[config.mk]
export PLATFORM = sky130hd
export DESIGN_NAME = led_pixel_color_writer_flat
export DESIGN_NICKNAME = d
export VERILOG_FILES = /design/src/hdl/lpcw_pkg.sv /design/src/hdl/lpcw_if.sv /design/src/hdl/lpcw_ram.sv /design/src/hdl/lpcw_front.sv /design/src/hdl/lpcw_queue.sv /design/src/hdl/lpcw_back.sv /design/src/hdl/led_pixel_color_writer.sv /design/src/flat_wrapper.sv
export VERILOG_INCLUDE_DIRS = /design/src /design/src/hdl
export SDC_FILE = /design/constraint.sdc
export NUM_CORES = 2
export LEC_CHECK = 0
export BUFFER_PORTS_ARGS = -buffer_cell sky130_fd_sc_hd__buf_4
export CAP_MARGIN = 0
export CORE_UTILIZATION = 50
export CTS_BUF_LIST = sky130_fd_sc_hd__clkbuf_16
export CTS_CLUSTER_DIAMETER = 200
export DETAILED_ROUTE_END_ITERATION = 12
export PLACE_DENSITY = 0.67
export SETUP_SLACK_MARGIN = 0.5
export SKIP_CTS_REPAIR_TIMING = 1
export SLEW_MARGIN = 5
export SYNTH_ARGS = -nofsm -noshare
export SYNTH_HDL_FRONTEND = slang
export SYNTH_SLANG_ARGS = --single-unit
[constraint.sdc]
create_clock -name clk -period 6.5 [get_ports clk]
set_input_delay 0.325 -clock clk [delete_from_list [all_inputs] [get_ports clk]]
set_output_delay 0.325 -clock clk [all_outputs]
set_load 0.02 [all_outputs]
[src/hdl/led_pixel_color_writer_assert.svh]
// ---------------------------------------------------------------------------
// LED pixel colour writer: assertion macros
// Shared concurrent assertion forms, clocked on clk and disabled in reset.
// ---------------------------------------------------------------------------
`ifndef LED_PIXEL_COLOR_WRITER_ASSERT_SVH
`define LED_PIXEL_COLOR_WRITER_ASSERT_SVH

// Consequent must hold in the same cycle as the antecedent.
`define LPCW_ASSERT_IMP(label, ante, cons) \
  label: assert property (@(posedge clk) disable iff (rst) (ante) |-> (cons)) \
    else $error("lpcw: same-cycle check failed");

// Consequent must hold in the cycle after the antecedent.
`define LPCW_ASSERT_NXT(label, ante, cons) \
  label: assert property (@(posedge clk) disable iff (rst) (ante) |=> (cons)) \
    else $error("lpcw: next-cycle check failed");

`endif

[src/hdl/lpcw_pkg.sv]
// ---------------------------------------------------------------------------
// LED pixel colour writer package
// Sizes, codes, register reset values, queue entry and hue helpers.
// ---------------------------------------------------------------------------
package lpcw_pkg;

  localparam int NUM_LEDS = 64;
  localparam int LED_AW   = (NUM_LEDS > 1) ? $clog2(NUM_LEDS) : 1;

  // Queue depth must be a power of two.
  localparam int QDEPTH = 2;
  localparam int QAW    = (QDEPTH > 1) ? $clog2(QDEPTH) : 1;
  localparam int QCW    = $clog2(QDEPTH + 1);

  localparam int CFG_AW = 4;
  localparam int DIV_W  = 32;
  localparam int DIV_CW = $clog2(DIV_W);

  localparam logic [14:0] ADC_FS_RESET = 15'd8192;
  localparam logic [30:0] DAC_FS_RESET = 31'd32768;
  localparam logic [7:0]  BMAX_RESET   = 8'd255;
  localparam logic [7:0]  HUE_SECTOR   = 8'd43;

  typedef enum logic [2:0] {
    KIND_RGB   = 3'd0,
    KIND_HSV   = 3'd1,
    KIND_ADC   = 3'd2,
    KIND_DAC   = 3'd3,
    KIND_CLEAR = 3'd4
  } kind_t;

  typedef enum logic [1:0] {
    REG_ADC_FS = 2'd0,
    REG_DAC_FS = 2'd1,
    REG_BMAX   = 2'd2
  } reg_idx_t;

  typedef enum logic [2:0] {
    OP_NONE,
    OP_RGB,
    OP_HSV,
    OP_LEVEL,
    OP_CLEAR
  } op_t;

  typedef enum logic [2:0] {
    BK_IDLE,
    BK_HSV,
    BK_DIV_SCALE,
    BK_DIV_LEVEL,
    BK_EMIT
  } bk_state_t;

  typedef struct packed {
    logic [14:0] adc_fs;
    logic [30:0] dac_fs;
    logic [7:0]  bmax;
  } cfg_t;

  typedef struct packed {
    op_t         op;
    logic [15:0] index;
    logic [7:0]  c0;
    logic [7:0]  c1;
    logic [7:0]  c2;
    logic [2:0]  region;
    logic [7:0]  rem;
    logic [31:0] mag;
    logic        positive;
    logic        use_dac;
  } q_entry_t;

  function automatic logic [2:0] hue_region(input logic [7:0] h);
    logic [2:0] r;
    if (h < 8'd43) r = 3'd0;
    else if (h < 8'd86) r = 3'd1;
    else if (h < 8'd129) r = 3'd2;
    else if (h < 8'd172) r = 3'd3;
    else if (h < 8'd215) r = 3'd4;
    else r = 3'd5;
    return r;
  endfunction

  // Offset within the sector, scaled by six.
  function automatic logic [7:0] hue_rem(input logic [7:0] h, input logic [2:0] region);
    logic [7:0] base;
    logic [7:0] off;
    base = HUE_SECTOR * {5'b0, region};
    off  = h - base;
    return (off << 2) + (off << 1);
  endfunction

endpackage

[src/hdl/lpcw_if.sv]
// ---------------------------------------------------------------------------
// LED pixel colour writer channel interfaces
// Command and result channels with valid/ready handshake.
// ---------------------------------------------------------------------------
interface lpcw_cmd_if;
  logic               valid;
  logic               ready;
  logic [2:0]         kind;
  logic signed [15:0] led_index;
  logic [7:0]         chan_a;
  logic [7:0]         chan_b;
  logic [7:0]         chan_c;
  logic signed [31:0] level;

  modport source (output valid, kind, led_index, chan_a, chan_b, chan_c, level,
                  input ready);
  modport sink (input valid, kind, led_index, chan_a, chan_b, chan_c, level,
                output ready);
endinterface

interface lpcw_res_if;
  logic               valid;
  logic               ready;
  logic               written;
  logic signed [15:0] out_index;
  logic [7:0]         red;
  logic [7:0]         green;
  logic [7:0]         blue;

  modport source (output valid, written, out_index, red, green, blue, input ready);
  modport sink (input valid, written, out_index, red, green, blue, output ready);
endinterface

[src/hdl/lpcw_ram.sv]
// ---------------------------------------------------------------------------
// Generic single-port-write RAM
// One write port and one registered read port; a read of the address being
// written returns the new data.
// ---------------------------------------------------------------------------
module lpcw_ram #(
  parameter int WIDTH = 24,
  parameter int DEPTH = 64
) (
  input  logic                                       clk,
  input  logic                                       we,
  input  logic [((DEPTH > 1) ? $clog2(DEPTH) : 1)-1:0] wa,
  input  logic [WIDTH-1:0]                           wd,
  input  logic [((DEPTH > 1) ? $clog2(DEPTH) : 1)-1:0] ra,
  output logic [WIDTH-1:0]                           rd
);

  logic [WIDTH-1:0] mem [DEPTH];

  always_ff @(posedge clk) begin
    if (we) begin
      mem[wa] <= wd;
    end
    if (we && (wa == ra)) begin
      rd <= wd;
    end else begin
      rd <= mem[ra];
    end
  end

endmodule

[src/hdl/lpcw_front.sv]
// ---------------------------------------------------------------------------
// LED pixel colour writer front end
// Accepts commands, checks the index and classifies each item for the back
// end, folding grey HSV into a direct write.
// ---------------------------------------------------------------------------
module lpcw_front (
  lpcw_cmd_if.sink            cmd,
  input  logic                full,
  output logic                push,
  output lpcw_pkg::q_entry_t  push_data
);
  import lpcw_pkg::*;

  logic        in_range;
  logic [31:0] lvl_u;
  logic [2:0]  region;

  assign cmd.ready = !full;
  assign push      = cmd.valid && !full;

  assign in_range = !cmd.led_index[15] && (cmd.led_index[14:0] < 15'(NUM_LEDS));
  assign lvl_u    = cmd.level;
  assign region   = hue_region(cmd.chan_a);

  always_comb begin
    push_data          = '0;
    push_data.op       = OP_NONE;
    push_data.index    = cmd.led_index;
    push_data.c0       = cmd.chan_a;
    push_data.c1       = cmd.chan_b;
    push_data.c2       = cmd.chan_c;
    push_data.region   = region;
    push_data.rem      = hue_rem(cmd.chan_a, region);
    push_data.mag      = lvl_u[31] ? (~lvl_u + 32'd1) : lvl_u;
    push_data.positive = !lvl_u[31] && (lvl_u != 32'd0);
    push_data.use_dac  = 1'b0;
    case (kind_t'(cmd.kind))
      KIND_RGB: begin
        push_data.op = in_range ? OP_RGB : OP_NONE;
      end
      KIND_HSV: begin
        if (!in_range) begin
          push_data.op = OP_NONE;
        end else if (cmd.chan_b == 8'd0) begin
          push_data.op = OP_RGB;
          push_data.c0 = cmd.chan_c;
          push_data.c1 = cmd.chan_c;
        end else begin
          push_data.op = OP_HSV;
        end
      end
      KIND_ADC: begin
        push_data.op = in_range ? OP_LEVEL : OP_NONE;
      end
      KIND_DAC: begin
        push_data.op      = in_range ? OP_LEVEL : OP_NONE;
        push_data.use_dac = 1'b1;
      end
      KIND_CLEAR: begin
        push_data.op = OP_CLEAR;
      end
      default: begin
        push_data.op = OP_NONE;
      end
    endcase
  end

endmodule

[src/hdl/lpcw_queue.sv]
// ---------------------------------------------------------------------------
// LED pixel colour writer command queue
// Short FIFO of classified items between the front and back ends.
// ---------------------------------------------------------------------------
`include "led_pixel_color_writer_assert.svh"

module lpcw_queue (
  input  logic               clk,
  input  logic               rst,
  input  logic               push,
  input  lpcw_pkg::q_entry_t push_data,
  output logic               full,
  input  logic               pop,
  output logic               empty,
  output lpcw_pkg::q_entry_t head
);
  import lpcw_pkg::*;

  q_entry_t         entries [QDEPTH];
  logic [QAW-1:0]   wr_ptr;
  logic [QAW-1:0]   rd_ptr;
  logic [QCW-1:0]   count;

  assign full  = (count == QCW'(QDEPTH));
  assign empty = (count == '0);
  assign head  = entries[rd_ptr];

  always_ff @(posedge clk) begin
    if (rst) begin
      wr_ptr <= '0;
      rd_ptr <= '0;
      count  <= '0;
    end else begin
      if (push) begin
        wr_ptr <= wr_ptr + 1'b1;
      end
      if (pop) begin
        rd_ptr <= rd_ptr + 1'b1;
      end
      if (push && !pop) begin
        count <= count + 1'b1;
      end else if (pop && !push) begin
        count <= count - 1'b1;
      end
    end
  end

  always_ff @(posedge clk) begin
    if (push) begin
      entries[wr_ptr] <= push_data;
    end
  end

  `LPCW_ASSERT_IMP(a_queue_bound, pop || push, (count <= QCW'(QDEPTH)) && !(pop && empty))

endmodule

[src/hdl/lpcw_back.sv]
// ---------------------------------------------------------------------------
// LED pixel colour writer back end
// Executes queued items: HSV conversion, level scaling through a shared
// restoring divider, framebuffer writes and the result register.
// ---------------------------------------------------------------------------
`include "led_pixel_color_writer_assert.svh"

module lpcw_back (
  input  logic               clk,
  input  logic               rst,
  input  lpcw_pkg::cfg_t     cfg,
  input  lpcw_pkg::q_entry_t head,
  input  logic               empty,
  output logic               pop,
  lpcw_res_if.source         res
);
  import lpcw_pkg::*;

  bk_state_t state, state_next;

  logic slot_free;
  logic emit;
  logic emit_written;
  logic emit_clear;
  logic [15:0] emit_index;
  logic [23:0] emit_color;

  logic res_valid;
  logic res_written;
  logic [15:0] res_index;
  logic [23:0] res_color;

  logic [NUM_LEDS-1:0] store_valid;
  logic                ram_we;
  logic [LED_AW-1:0]   ram_wa;
  logic [23:0]         ram_wd;
  logic [23:0]         ram_rd_data;

  logic [DIV_W-1:0]  dv_rem;
  logic [DIV_W-1:0]  dv_quo;
  logic [DIV_W-1:0]  dv_den;
  logic [DIV_CW-1:0] dv_cnt;
  logic [DIV_W:0]    dv_trial;
  logic [DIV_W:0]    dv_diff;
  logic              dv_ge;
  logic [DIV_W-1:0]  dv_rem_step;
  logic [DIV_W-1:0]  dv_quo_step;
  logic              dv_last;
  logic [DIV_W-1:0]  scale_q;

  logic [7:0]  bmax_eff;
  logic [30:0] fs_sel;
  logic [32:0] lv_diff;
  logic [31:0] lv_dividend;
  logic        lv_over;
  logic        lv_positive;
  logic [7:0]  lv_q8;
  logic [7:0]  lv_base;
  logic [7:0]  lv_blue;
  logic [23:0] lvl_color;

  logic [15:0] m1;
  logic [15:0] m2;
  logic [2:0]  hs_region;
  logic [7:0]  hs_s;
  logic [7:0]  hs_v;
  logic [7:0]  hs_k1;
  logic [7:0]  hs_k2;
  logic [15:0] mp;
  logic [15:0] mq;
  logic [15:0] mt;
  logic [23:0] hsv_color;

  logic [15:0] pend_index;
  logic [23:0] pend_color;

  assign slot_free = !res_valid || res.ready;

  // Restoring divider step, one quotient bit per cycle.
  assign dv_trial    = {dv_rem, dv_quo[DIV_W-1]};
  assign dv_diff     = dv_trial - {1'b0, dv_den};
  assign dv_ge       = !dv_diff[DIV_W];
  assign dv_rem_step = dv_ge ? dv_diff[DIV_W-1:0] : dv_trial[DIV_W-1:0];
  assign dv_quo_step = {dv_quo[DIV_W-2:0], dv_ge};
  assign dv_last     = (dv_cnt == DIV_CW'(DIV_W - 1));
  assign scale_q     = (dv_quo_step == '0) ? DIV_W'(1) : dv_quo_step;

  assign bmax_eff = (cfg.bmax == 8'd0) ? 8'd1 : cfg.bmax;
  assign fs_sel   = head.use_dac ? cfg.dac_fs : {16'b0, cfg.adc_fs};
  assign lv_diff  = {1'b0, head.mag} - {2'b0, fs_sel};

  assign lv_q8     = dv_quo_step[7:0];
  assign lv_base   = lv_over ? bmax_eff : lv_q8;
  assign lv_blue   = lv_over ? lv_q8 : 8'd0;
  assign lvl_color = lv_positive ? {8'd0, lv_base, lv_blue} : {lv_base, 8'd0, lv_blue};

  assign m1 = head.c1 * head.rem;
  assign m2 = head.c1 * (8'd255 - head.rem);
  assign mp = hs_v * (8'd255 - hs_s);
  assign mq = hs_v * (8'd255 - hs_k1);
  assign mt = hs_v * (8'd255 - hs_k2);

  always_comb begin
    case (hs_region)
      3'd0: hsv_color = {hs_v, mt[15:8], mp[15:8]};
      3'd1: hsv_color = {mq[15:8], hs_v, mp[15:8]};
      3'd2: hsv_color = {mp[15:8], hs_v, mt[15:8]};
      3'd3: hsv_color = {mp[15:8], mq[15:8], hs_v};
      3'd4: hsv_color = {mt[15:8], mp[15:8], hs_v};
      default: hsv_color = {hs_v, mp[15:8], mq[15:8]};
    endcase
  end

  always_comb begin
    state_next = state;
    case (state)
      BK_IDLE: begin
        if (!empty && (head.op == OP_HSV)) begin
          state_next = BK_HSV;
        end else if (!empty && (head.op == OP_LEVEL)) begin
          state_next = BK_DIV_SCALE;
        end
      end
      BK_HSV: begin
        state_next = BK_EMIT;
      end
      BK_DIV_SCALE: begin
        if (dv_last) begin
          state_next = BK_DIV_LEVEL;
        end
      end
      BK_DIV_LEVEL: begin
        if (dv_last) begin
          state_next = BK_EMIT;
        end
      end
      BK_EMIT: begin
        if (slot_free) begin
          state_next = BK_IDLE;
        end
      end
      default: begin
        state_next = BK_IDLE;
      end
    endcase
  end

  always_comb begin
    pop          = 1'b0;
    emit         = 1'b0;
    emit_written = 1'b0;
    emit_clear   = 1'b0;
    emit_index   = head.index;
    emit_color   = '0;
    case (state)
      BK_IDLE: begin
        if (!empty) begin
          if ((head.op == OP_HSV) || (head.op == OP_LEVEL)) begin
            pop = 1'b1;
          end else if (slot_free) begin
            pop          = 1'b1;
            emit         = 1'b1;
            emit_written = (head.op != OP_NONE);
            emit_clear   = (head.op == OP_CLEAR);
            emit_color   = (head.op == OP_RGB) ? {head.c0, head.c1, head.c2} : 24'd0;
          end
        end
      end
      BK_EMIT: begin
        if (slot_free) begin
          emit         = 1'b1;
          emit_written = 1'b1;
          emit_index   = pend_index;
          emit_color   = pend_color;
        end
      end
      default: begin
        pop = 1'b0;
      end
    endcase
  end

  assign ram_we = emit && emit_written && !emit_clear;
  assign ram_wa = emit_index[LED_AW-1:0];
  assign ram_wd = emit_color;

  lpcw_ram #(
    .WIDTH (24),
    .DEPTH (NUM_LEDS)
  ) u_store (
    .clk (clk),
    .we  (ram_we),
    .wa  (ram_wa),
    .wd  (ram_wd),
    .ra  (ram_wa),
    .rd  (ram_rd_data)
  );

  always_ff @(posedge clk) begin
    if (rst) begin
      state       <= BK_IDLE;
      res_valid   <= 1'b0;
      store_valid <= '0;
    end else begin
      state <= state_next;
      if (emit) begin
        res_valid <= 1'b1;
      end else if (res.ready) begin
        res_valid <= 1'b0;
      end
      if (emit_clear) begin
        store_valid <= '0;
      end else if (ram_we) begin
        store_valid[ram_wa] <= 1'b1;
      end
    end
  end

  always_ff @(posedge clk) begin
    if (emit) begin
      res_written <= emit_written;
      res_index   <= emit_index;
      res_color   <= emit_color;
    end
    if (pop) begin
      pend_index  <= head.index;
      hs_region   <= head.region;
      hs_s        <= head.c1;
      hs_v        <= head.c2;
      hs_k1       <= m1[15:8];
      hs_k2       <= m2[15:8];
      lv_over     <= !lv_diff[32];
      lv_dividend <= lv_diff[32] ? head.mag : lv_diff[31:0];
      lv_positive <= head.positive;
      dv_rem      <= '0;
      dv_quo      <= {1'b0, fs_sel};
      dv_den      <= {24'b0, bmax_eff};
      dv_cnt      <= '0;
    end
    case (state)
      BK_HSV: begin
        pend_color <= hsv_color;
      end
      BK_DIV_SCALE: begin
        if (dv_last) begin
          dv_rem <= '0;
          dv_quo <= lv_dividend;
          dv_den <= scale_q;
          dv_cnt <= '0;
        end else begin
          dv_rem <= dv_rem_step;
          dv_quo <= dv_quo_step;
          dv_cnt <= dv_cnt + 1'b1;
        end
      end
      BK_DIV_LEVEL: begin
        dv_rem <= dv_rem_step;
        dv_quo <= dv_quo_step;
        dv_cnt <= dv_cnt + 1'b1;
        if (dv_last) begin
          pend_color <= lvl_color;
        end
      end
      default: begin
      end
    endcase
  end

  assign res.valid     = res_valid;
  assign res.written   = res_written;
  assign res.out_index = res_index;
  assign res.red       = res_color[23:16];
  assign res.green     = res_color[15:8];
  assign res.blue      = res_color[7:0];

  `LPCW_ASSERT_NXT(a_store_readback, ram_we, store_valid[$past(ram_wa)] && (ram_rd_data == $past(ram_wd)))
  `LPCW_ASSERT_NXT(a_clear_empties, emit_clear, store_valid == '0)
  `LPCW_ASSERT_IMP(a_reject_black, res_valid && !res_written, res_color == 24'd0)

endmodule

[src/hdl/led_pixel_color_writer.sv]
// ---------------------------------------------------------------------------
// LED pixel colour writer
// Writes RGB, HSV or converter-level colours into a 64-entry LED framebuffer
// and returns the colour written for every command.
// ---------------------------------------------------------------------------
// Channel | Role   | Payload
// cmd     | input  | kind, led_index, chan_a, chan_b, chan_c, level
// res     | output | written, out_index, red, green, blue
// apb     | config | adc_fs at 0x0, dac_fs at 0x4, brightness_max at 0x8
//
// RGB, grey, rejected and clear-all items retire one per cycle while the result slot is free.
// HSV items pass through two multiplier stages in the back end.
// Level items make two 32-step passes of the shared divider.
// Clear-all empties the framebuffer by clearing its valid bits.
// Reset is synchronous and clears control state and registers only.
// A stalled result holds in the output register while the queue fills.
// ---------------------------------------------------------------------------
module led_pixel_color_writer (
  input  logic                        clk,
  input  logic                        rst,
  lpcw_cmd_if.sink                    cmd,
  lpcw_res_if.source                  res,
  input  logic                        psel,
  input  logic                        penable,
  input  logic                        pwrite,
  input  logic [lpcw_pkg::CFG_AW-1:0] paddr,
  input  logic [31:0]                 pwdata,
  output logic [31:0]                 prdata,
  output logic                        pready
);
  import lpcw_pkg::*;

  cfg_t     cfg;
  logic     cfg_wr;
  reg_idx_t cfg_idx;
  logic     push;
  logic     full;
  logic     pop;
  logic     empty;
  q_entry_t push_data;
  q_entry_t head;

  assign pready  = 1'b1;
  assign cfg_wr  = psel && penable && pwrite && pready;
  assign cfg_idx = reg_idx_t'(paddr[3:2]);

  always_ff @(posedge clk) begin
    if (rst) begin
      cfg.adc_fs <= ADC_FS_RESET;
      cfg.dac_fs <= DAC_FS_RESET;
      cfg.bmax   <= BMAX_RESET;
    end else if (cfg_wr) begin
      case (cfg_idx)
        REG_ADC_FS: cfg.adc_fs <= pwdata[14:0];
        REG_DAC_FS: cfg.dac_fs <= pwdata[30:0];
        REG_BMAX:   cfg.bmax   <= pwdata[7:0];
        default: begin
        end
      endcase
    end
  end

  always_comb begin
    case (cfg_idx)
      REG_ADC_FS: prdata = {17'b0, cfg.adc_fs};
      REG_DAC_FS: prdata = {1'b0, cfg.dac_fs};
      REG_BMAX:   prdata = {24'b0, cfg.bmax};
      default:    prdata = '0;
    endcase
  end

  lpcw_front u_front (
    .cmd       (cmd),
    .full      (full),
    .push      (push),
    .push_data (push_data)
  );

  lpcw_queue u_queue (
    .clk       (clk),
    .rst       (rst),
    .push      (push),
    .push_data (push_data),
    .full      (full),
    .pop       (pop),
    .empty     (empty),
    .head      (head)
  );

  lpcw_back u_back (
    .clk   (clk),
    .rst   (rst),
    .cfg   (cfg),
    .head  (head),
    .empty (empty),
    .pop   (pop),
    .res   (res)
  );

endmodule
[src/flat_wrapper.sv]
// flat-port wrapper written by rule: the top's interface ports become plain ports
module led_pixel_color_writer_flat import lpcw_pkg::*;
  (clk, rst, psel, penable, pwrite, paddr, pwdata, prdata, pready, cmd_valid, cmd_kind, cmd_led_index, cmd_chan_a, cmd_chan_b, cmd_chan_c, cmd_level, cmd_ready, res_valid, res_written, res_out_index, res_red, res_green, res_blue, res_ready);
  lpcw_cmd_if cmd_i ();
  lpcw_res_if res_i ();
  input  logic clk;
  input  logic rst;
  input  logic psel;
  input  logic penable;
  input  logic pwrite;
  input  logic [lpcw_pkg::CFG_AW-1:0] paddr;
  input  logic [31:0] pwdata;
  output logic [31:0] prdata;
  output logic pready;
  input wire logic [$bits(cmd_i.valid)-1:0] cmd_valid;
  input wire logic [$bits(cmd_i.kind)-1:0] cmd_kind;
  input wire logic [$bits(cmd_i.led_index)-1:0] cmd_led_index;
  input wire logic [$bits(cmd_i.chan_a)-1:0] cmd_chan_a;
  input wire logic [$bits(cmd_i.chan_b)-1:0] cmd_chan_b;
  input wire logic [$bits(cmd_i.chan_c)-1:0] cmd_chan_c;
  input wire logic [$bits(cmd_i.level)-1:0] cmd_level;
  output wire logic [$bits(cmd_i.ready)-1:0] cmd_ready;
  output wire logic [$bits(res_i.valid)-1:0] res_valid;
  output wire logic [$bits(res_i.written)-1:0] res_written;
  output wire logic [$bits(res_i.out_index)-1:0] res_out_index;
  output wire logic [$bits(res_i.red)-1:0] res_red;
  output wire logic [$bits(res_i.green)-1:0] res_green;
  output wire logic [$bits(res_i.blue)-1:0] res_blue;
  input wire logic [$bits(res_i.ready)-1:0] res_ready;
  assign cmd_i.valid = cmd_valid;
  assign cmd_i.kind = cmd_kind;
  assign cmd_i.led_index = cmd_led_index;
  assign cmd_i.chan_a = cmd_chan_a;
  assign cmd_i.chan_b = cmd_chan_b;
  assign cmd_i.chan_c = cmd_chan_c;
  assign cmd_i.level = cmd_level;
  assign cmd_ready = cmd_i.ready;
  assign res_valid = res_i.valid;
  assign res_written = res_i.written;
  assign res_out_index = res_i.out_index;
  assign res_red = res_i.red;
  assign res_green = res_i.green;
  assign res_blue = res_i.blue;
  assign res_i.ready = res_ready;
  led_pixel_color_writer u_core (.clk(clk), .rst(rst), .cmd(cmd_i), .res(res_i), .psel(psel), .penable(penable), .pwrite(pwrite), .paddr(paddr), .pwdata(pwdata), .prdata(prdata), .pready(pready));
endmodule
# [Word-level counts from Yosys, hierarchy flattened]
# Memory sizes are Yosys's and may differ from the RTL's. A register that Yosys moved wholly into a read port is not among the register bits.
# Index checks and enable logic that the tools add are counted.
[totals] reg_bits=313 latchBits=0 ramBits=176 rom_bits=0 in_bits=118 output_inout_bits=76 elab_cells=188 n_memories=1
[mem_list] memory="u_core.u_queue.entries" depth=2 width=88 rd=1 rd_ports_with_merged_regs=1 write_ports=1 line="lpcw_queue.sv:19" source="q_entry_t entries [QDEPTH];"
[op_classes] add_sub_neg=14 mul=6 div_mod_pow=0 n_lt_le_gt_ge=6 n_eq_ne=23 shift=0 n_mux=72 bitwise=1 reduce_logical=40
[op_table] op="32-bit two-way mux" n=11
[op_table] op="24-bit two-way mux" n=7
[op_table] op="32-bit one-hot mux with 2 select lines" n=2
[op_table] op="24-bit one-hot mux with 5 select lines" n=1
[op_table] op="24-bit one-hot mux with 2 select lines" n=2
[op_table] op="31-bit one-hot mux with 3 select lines" n=1
[op_table] op="16-bit two-way mux" n=5
[op_table] op="9-bit by 9-bit multiplier with 16-bit output" n=4
[op_table] op="8-bit by 8-bit subtractor with 9-bit output (first input constant)" n=4
[op_table] op="32-bit by 31-bit subtractor with 33-bit output" n=1
[op_table] op="33-bit by 32-bit subtractor with 33-bit output" n=1
[op_table] op="32-bit by 1-bit adder with 32-bit output (second input constant)" n=1
[op_table] op="32-bit logical NOT" n=1
[op_table] op="32-bit inverter" n=1
[op_table] op="32-bit nonzero test" n=1
[op_table] op="31-bit two-way mux" n=1
[op_table] op="3-bit two-way mux" n=9
[op_table] op="3-bit by 2-bit == test with 1-bit output (second input constant)" n=8
[op_table] op="8-bit less-than comparator (second input constant)" n=3
[op_table] op="8-bit two-way mux" n=3
[op_table] op="1-bit two-way mux" n=18
[op_table] op="8-bit logical NOT" n=2
[op_table] op="8-bit by 8-bit multiplier with 16-bit output" n=1
[op_table] op="15-bit by 7-bit less-than comparator with 1-bit output (second input constant)" n=1
[op_table] op="32 further kinds" n=73

# [Longest topological paths before layout]
[logic_depth] ltp_word=9 mapped_depth=24 mapped_depth_nobuf=20

# [Cells and area by module]
# Synthesis repeated with hierarchy kept, for this count alone.
[unflattened] hier_cells=3346 hier_area_um2=35392.7
[by_module_without_submodules] module="lpcw_back" instances=1 cells_each=2504 area_each_um2=24139.4 seq_area_each_um2=7297.0
[by_module_without_submodules] module="lpcw_queue" instances=1 cells_each=296 area_each_um2=6631.4 seq_area_each_um2=5385.2
[by_module_without_submodules] module="led_pixel_color_writer" instances=1 cells_each=289 area_each_um2=2733.9 seq_area_each_um2=1081.0
[by_module_without_submodules] module="lpcw_front" instances=1 cells_each=257 area_each_um2=1888.1 seq_area_each_um2=0.0

# [Least setup slack after synthesis]
# No wires, ideal clock.
[synth_timing] kind="register -> register" startpoint="register with a tool-made name" endpoint="register u_core.u_back.hs_k2[6] (data pin)" setup_time_ns=0.259 arrival_time_ns=5.545 required_time_ns=6.241 path_slack_ns=0.696 stages_incl_launch_ff=21 n_path_buf=4 period_less_slack_ns=5.804 cell_sequence="dfxtp_1 -> clkbuf_1 -> clkbuf_1 -> clkbuf_1 -> buf_1 -> mux2i_1 -> nand2_1 -> fa_1 -> inv_1 -> fa_1 -> inv_1 -> fa_1 -> inv_1 -> fa_1 -> ha_1 -> nand3_1 -> nand2_1 -> a41o_1 -> o211ai_1 -> nand2b_1 -> xor2_1"
[synth_lines] item="end signal: assignment" line="lpcw_back.sv:231" source="hs_k2 <= m2[15:8];"
[synth_lines] item="end: declaration" line="lpcw_back.sv:68" source="logic [7:0] hs_k2;"

# [Worst setup path in the final report]
[layout_timing] startpoint="register u_core.u_back.hs_v[5]" endpoint="register u_core.u_back.pend_color[12] (data pin)"
[layout_via] elab_chain_cells=3 word_cells_on_any_way=5 cone_classes="3 x mul; 2 x mux"
[layout_lines] item="start: declaration" line="lpcw_back.sv:66" source="logic [7:0] hs_v;"
[layout_lines] item="start signal: assignment" line="lpcw_back.sv:229" source="hs_v <= head.c2;"
[layout_lines] item="9-bit by 9-bit multiplier with 16-bit output (on tied branches)" line="lpcw_back.sv:99, lpcw_back.sv:100, lpcw_back.sv:101"
[layout_lines] item="24-bit one-hot mux with 5 select lines *" line="lpcw_back.sv:104" source="case (hs_region)"
[layout_lines] item="24-bit one-hot mux with 2 select lines *" line="lpcw_back.sv:240" source="case (state)"
[layout_lines] item="end signal: assignment" line="lpcw_back.sv:242" source="pend_color <= hsv_color;"
[layout_lines] item="end signal: assignment" line="lpcw_back.sv:261" source="pend_color <= lvl_color;"
[layout_lines] item="end: declaration" line="lpcw_back.sv:75" source="logic [23:0] pend_color;"
# Every way passes the cells marked *; elsewhere a longest branch is shown, timed or not.
# A chain may end at the register's enable or synchronous reset.

==> results.md <==
- Crit. End Element: flip-flop
- Num ports: 194
- Startpoint Class: flip-flop
- Global-route wire length before repair: ~140 mm
- Maximum Capacitance Violations: 0
- Worst Path Max Fanout: 14
- Status: complete, but fails checks
- Setup Skew: 0.0250 ns
- DRT Wirelength: slightly below 90 mm
- Worst Path Buf+Inv: 3
- Num Clock Sinks: 488
- Fmax: 172 MHz
- Synth Net Count: 3927
- TritonRoute pass-1 iters: 5
- #FFs+latches synth: ~490
- Max Used Layer: met5
- Top post-synthesis cells by area: edfxtp_1 (34%), fa_1 (10%), ha_1 (9.2%)
- Initial Utilization: 50.9%
- Site Rows: 95
- Clock Path Buffers: 3
- Vias in the first global route: 24500
- Kind of critical path: flip-flop to flip-flop
- Cell accounting for the most synthesized area: edfxtp_1
- Crit path max-delay cell type: edfxtp_1
- Via count: 25500
- Worst Tran Pin Value: 1.13 ns
- Htree depth: 2
- Worst-skew pair later-pin latency: just over 0.6 ns
- Tot GR Track Use: roughly a quarter
- Post-Synthesis Cells: approximately 3400
- # fillers: 5782
- Sequential share of the synthesized area: around two fifths
- Failing checks: negative hold slack
- Area growth syn-to-layout: 14.0%
- DIE HEIGHT: approximately 260 microns
- Primary FF master, synth: edfxtp_1
- Final setup fails: 0
- Share of cells above drive strength 1: between 10% and 20%
- Crit path top cell by count: fa_1
- RSZ-0062 raised after global routing: no
- Min Hold Slack: -0.000179 ns
- YS warnings: 0
- WL/cell: around 20 microns
- Worst slew margin: approximately a quarter
- Cell breakdown of the critical path: buf_4, nor2b_1, fa_1, fa_1, fa_1, inv_1, fa_1, inv_1, ha_1, a21o_1, a21oi_1, o31ai_1, a21o_1, a211oi_1, a21oi_1, a211o_1, a2bb2oi_1
- Max stage delay on crit path: about 0.66 ns
- Die W: ~260 microns
- Nets@finish: roughly 4100
- Mapped Area: 34500 sq um
- Share of the synthesized area in the top cell type: roughly a third
- Synth cell types: between 70 and 80
- Hpwl dp: about 63 mm
- Arrival time at the worst endpoint: between 6 and 7 ns
- Largest net degree at the start of global routing: 72
- Top Family by Delay on Critical Path: adder cells
- Dpl ws: 0.708 ns
- Post-synth top cells: edfxtp_1 (393), nand2_1 (337), inv_1 (313)
- Synth async-reset ratio: 0%
- Avg Cell Area, Syn: just over 10 sq um
- Post-route setup slack: between 0.6 and 0.7 ns
- CTS buffer count: 53
- DRC: 0
- Setup TNS: 0 ns
- M1 WL: approximately 41 mm
- Post-synth EDFFs: a little under 400
- GRT overflow: 0
- Met3 WL: 6.77 mm
- Root buffer cell: clkbuf_16
- Initial DRC count: around 2200
- CTS clk-pin slew, worst paths: 0.06 ns
- GP Congestion: 0.886
- WP data required: a little under 7 ns
- Core Region: 67800 sq um
- Final antenna-violating net count: 0
- Slew Limit Fails: 0
- Worst Hold Class: input pin to flip-flop
- Avg Vias per Cell: 5.65
- Port Buf Inserts: ~190
- Initial antenna violation count: 7
- Fin crit share: about nine tenths
- Final hold viol count: 1
- Final Critical Period: 5.80 ns
- Die area: about 70000 sq um
- Most common cell in the synthesized netlist: edfxtp_1
- Met2 wire len: 38.7 mm
- CTS tree: done
[path summary, 6_finish.rpt]
path,endpoint,cells after the start,slack [ns],from
max,u_core.u_back.pend_color[12],17,0.70,u_core.u_back.hs_v[5]
min,u_core.cfg[28],3,-0.0002,pwdata[20]
max reg2reg,u_core.u_back.pend_color[12],17,0.70,u_core.u_back.hs_v[5]
min reg2reg,u_core.cfg[34],2,0.47,u_core.cfg[34]
[registers in the layout, indices dropped and copies added (netlist names), 16 cells and up, named ones only]
name,flops
u_core.u_back.pend_color,24
u_core.u_queue.entries,174
u_core.u_back.res.out_index,16
u_core.u_back.dv_rem,32
u_core.u_back.dv_quo,32
u_core.u_back.res_color,24
u_core.u_back.lv_dividend,32
u_core.u_back.dv_den,32
u_core.u_back.pend_index,16
u_core.cfg,54
[tightest hold or removal path, cell delays in order]
cell and delay (ns):
buf_4 0.11, nand2_1 0.06, a21oi_1 0.06
[metrics by stage]
stage | instances | utilization, % | instance area (sq um) | hold WS, ns
4_1_cts | 4445 | 57.2 | 38700 | -0.110
6_report | 4509 | 58.1 | 39400 | -0.000179
3_3_place_gp | 4346 | 54.5 | 36900 | 0.455
2_1_floorplan | 3377 | - | 34500 | 0.424
3_5_place_dp | 4346 | 54.5 | 36900 | 0.457
5_1_grt | 4508 | 58.1 | 39400 | 0.0138
[area by class of cell]
type,count,area [sq um],share of cell area [%]
clock buffer,57,1430,3.62
antenna,4,10.0,0.0254
inverter,315,1180,3.01
clock inverter,42,382,0.970
tap,873,1090,2.78
multi-input combinational,2428,19100,48.6
timing repair buffer,302,2420,6.14
sequential,488,13700,34.8
[per-layer routing]
metal  track usage (%)  vias to the layer above
li1                  -                    12200
met3              5.16                      105
met4              5.51                        2
met5                 0                        -
met2              37.5                      799
met1              36.7                    12400
[placed cells by master, fill, tap and decap left out, types with 11 or more instances in the layout]
cell and n:
nand3_1 26, a31oi_1 12, nor3_1 43, o21a_1 20
clkinv_1 12, mux2i_1 100, mux2_2 110, a21oi_1 207
nand2b_1 72, ha_1 254, nand2_1 336, buf_4 246
dfxtp_1 94, a211oi_1 49, nand3b_1 17, o31ai_1 42
o21ai_0 148, or3_1 16, dlygate4sd3_1 55, clkbuf_16 57
nor2b_1 137, and3_1 20, edfxtp_1 393, fa_1 178
nor4_1 18, nor2_1 232, xor2_1 37, and2_1 45
inv_1 326, a21o_1 47, nand4_1 11, xnor2_1 94
[logic make-up after synthesis]
kind of cell               after synthesis  synth area share [%]
and+or+nand+nor                       1017                  14.3
AOI/OAI and AO/OA                      636                  11.6
DFF                                    488                  39.7
buffers and inverters                  461                  5.04
adders and majority gates              432                  19.5
muxes                                  210                  6.49
xor gates and xnor gates               131                  3.32
other                                    2                0.0218
Power is not shown: default switching activity piles up to over one toggle a cycle in this logic, so the estimate is an artifact.
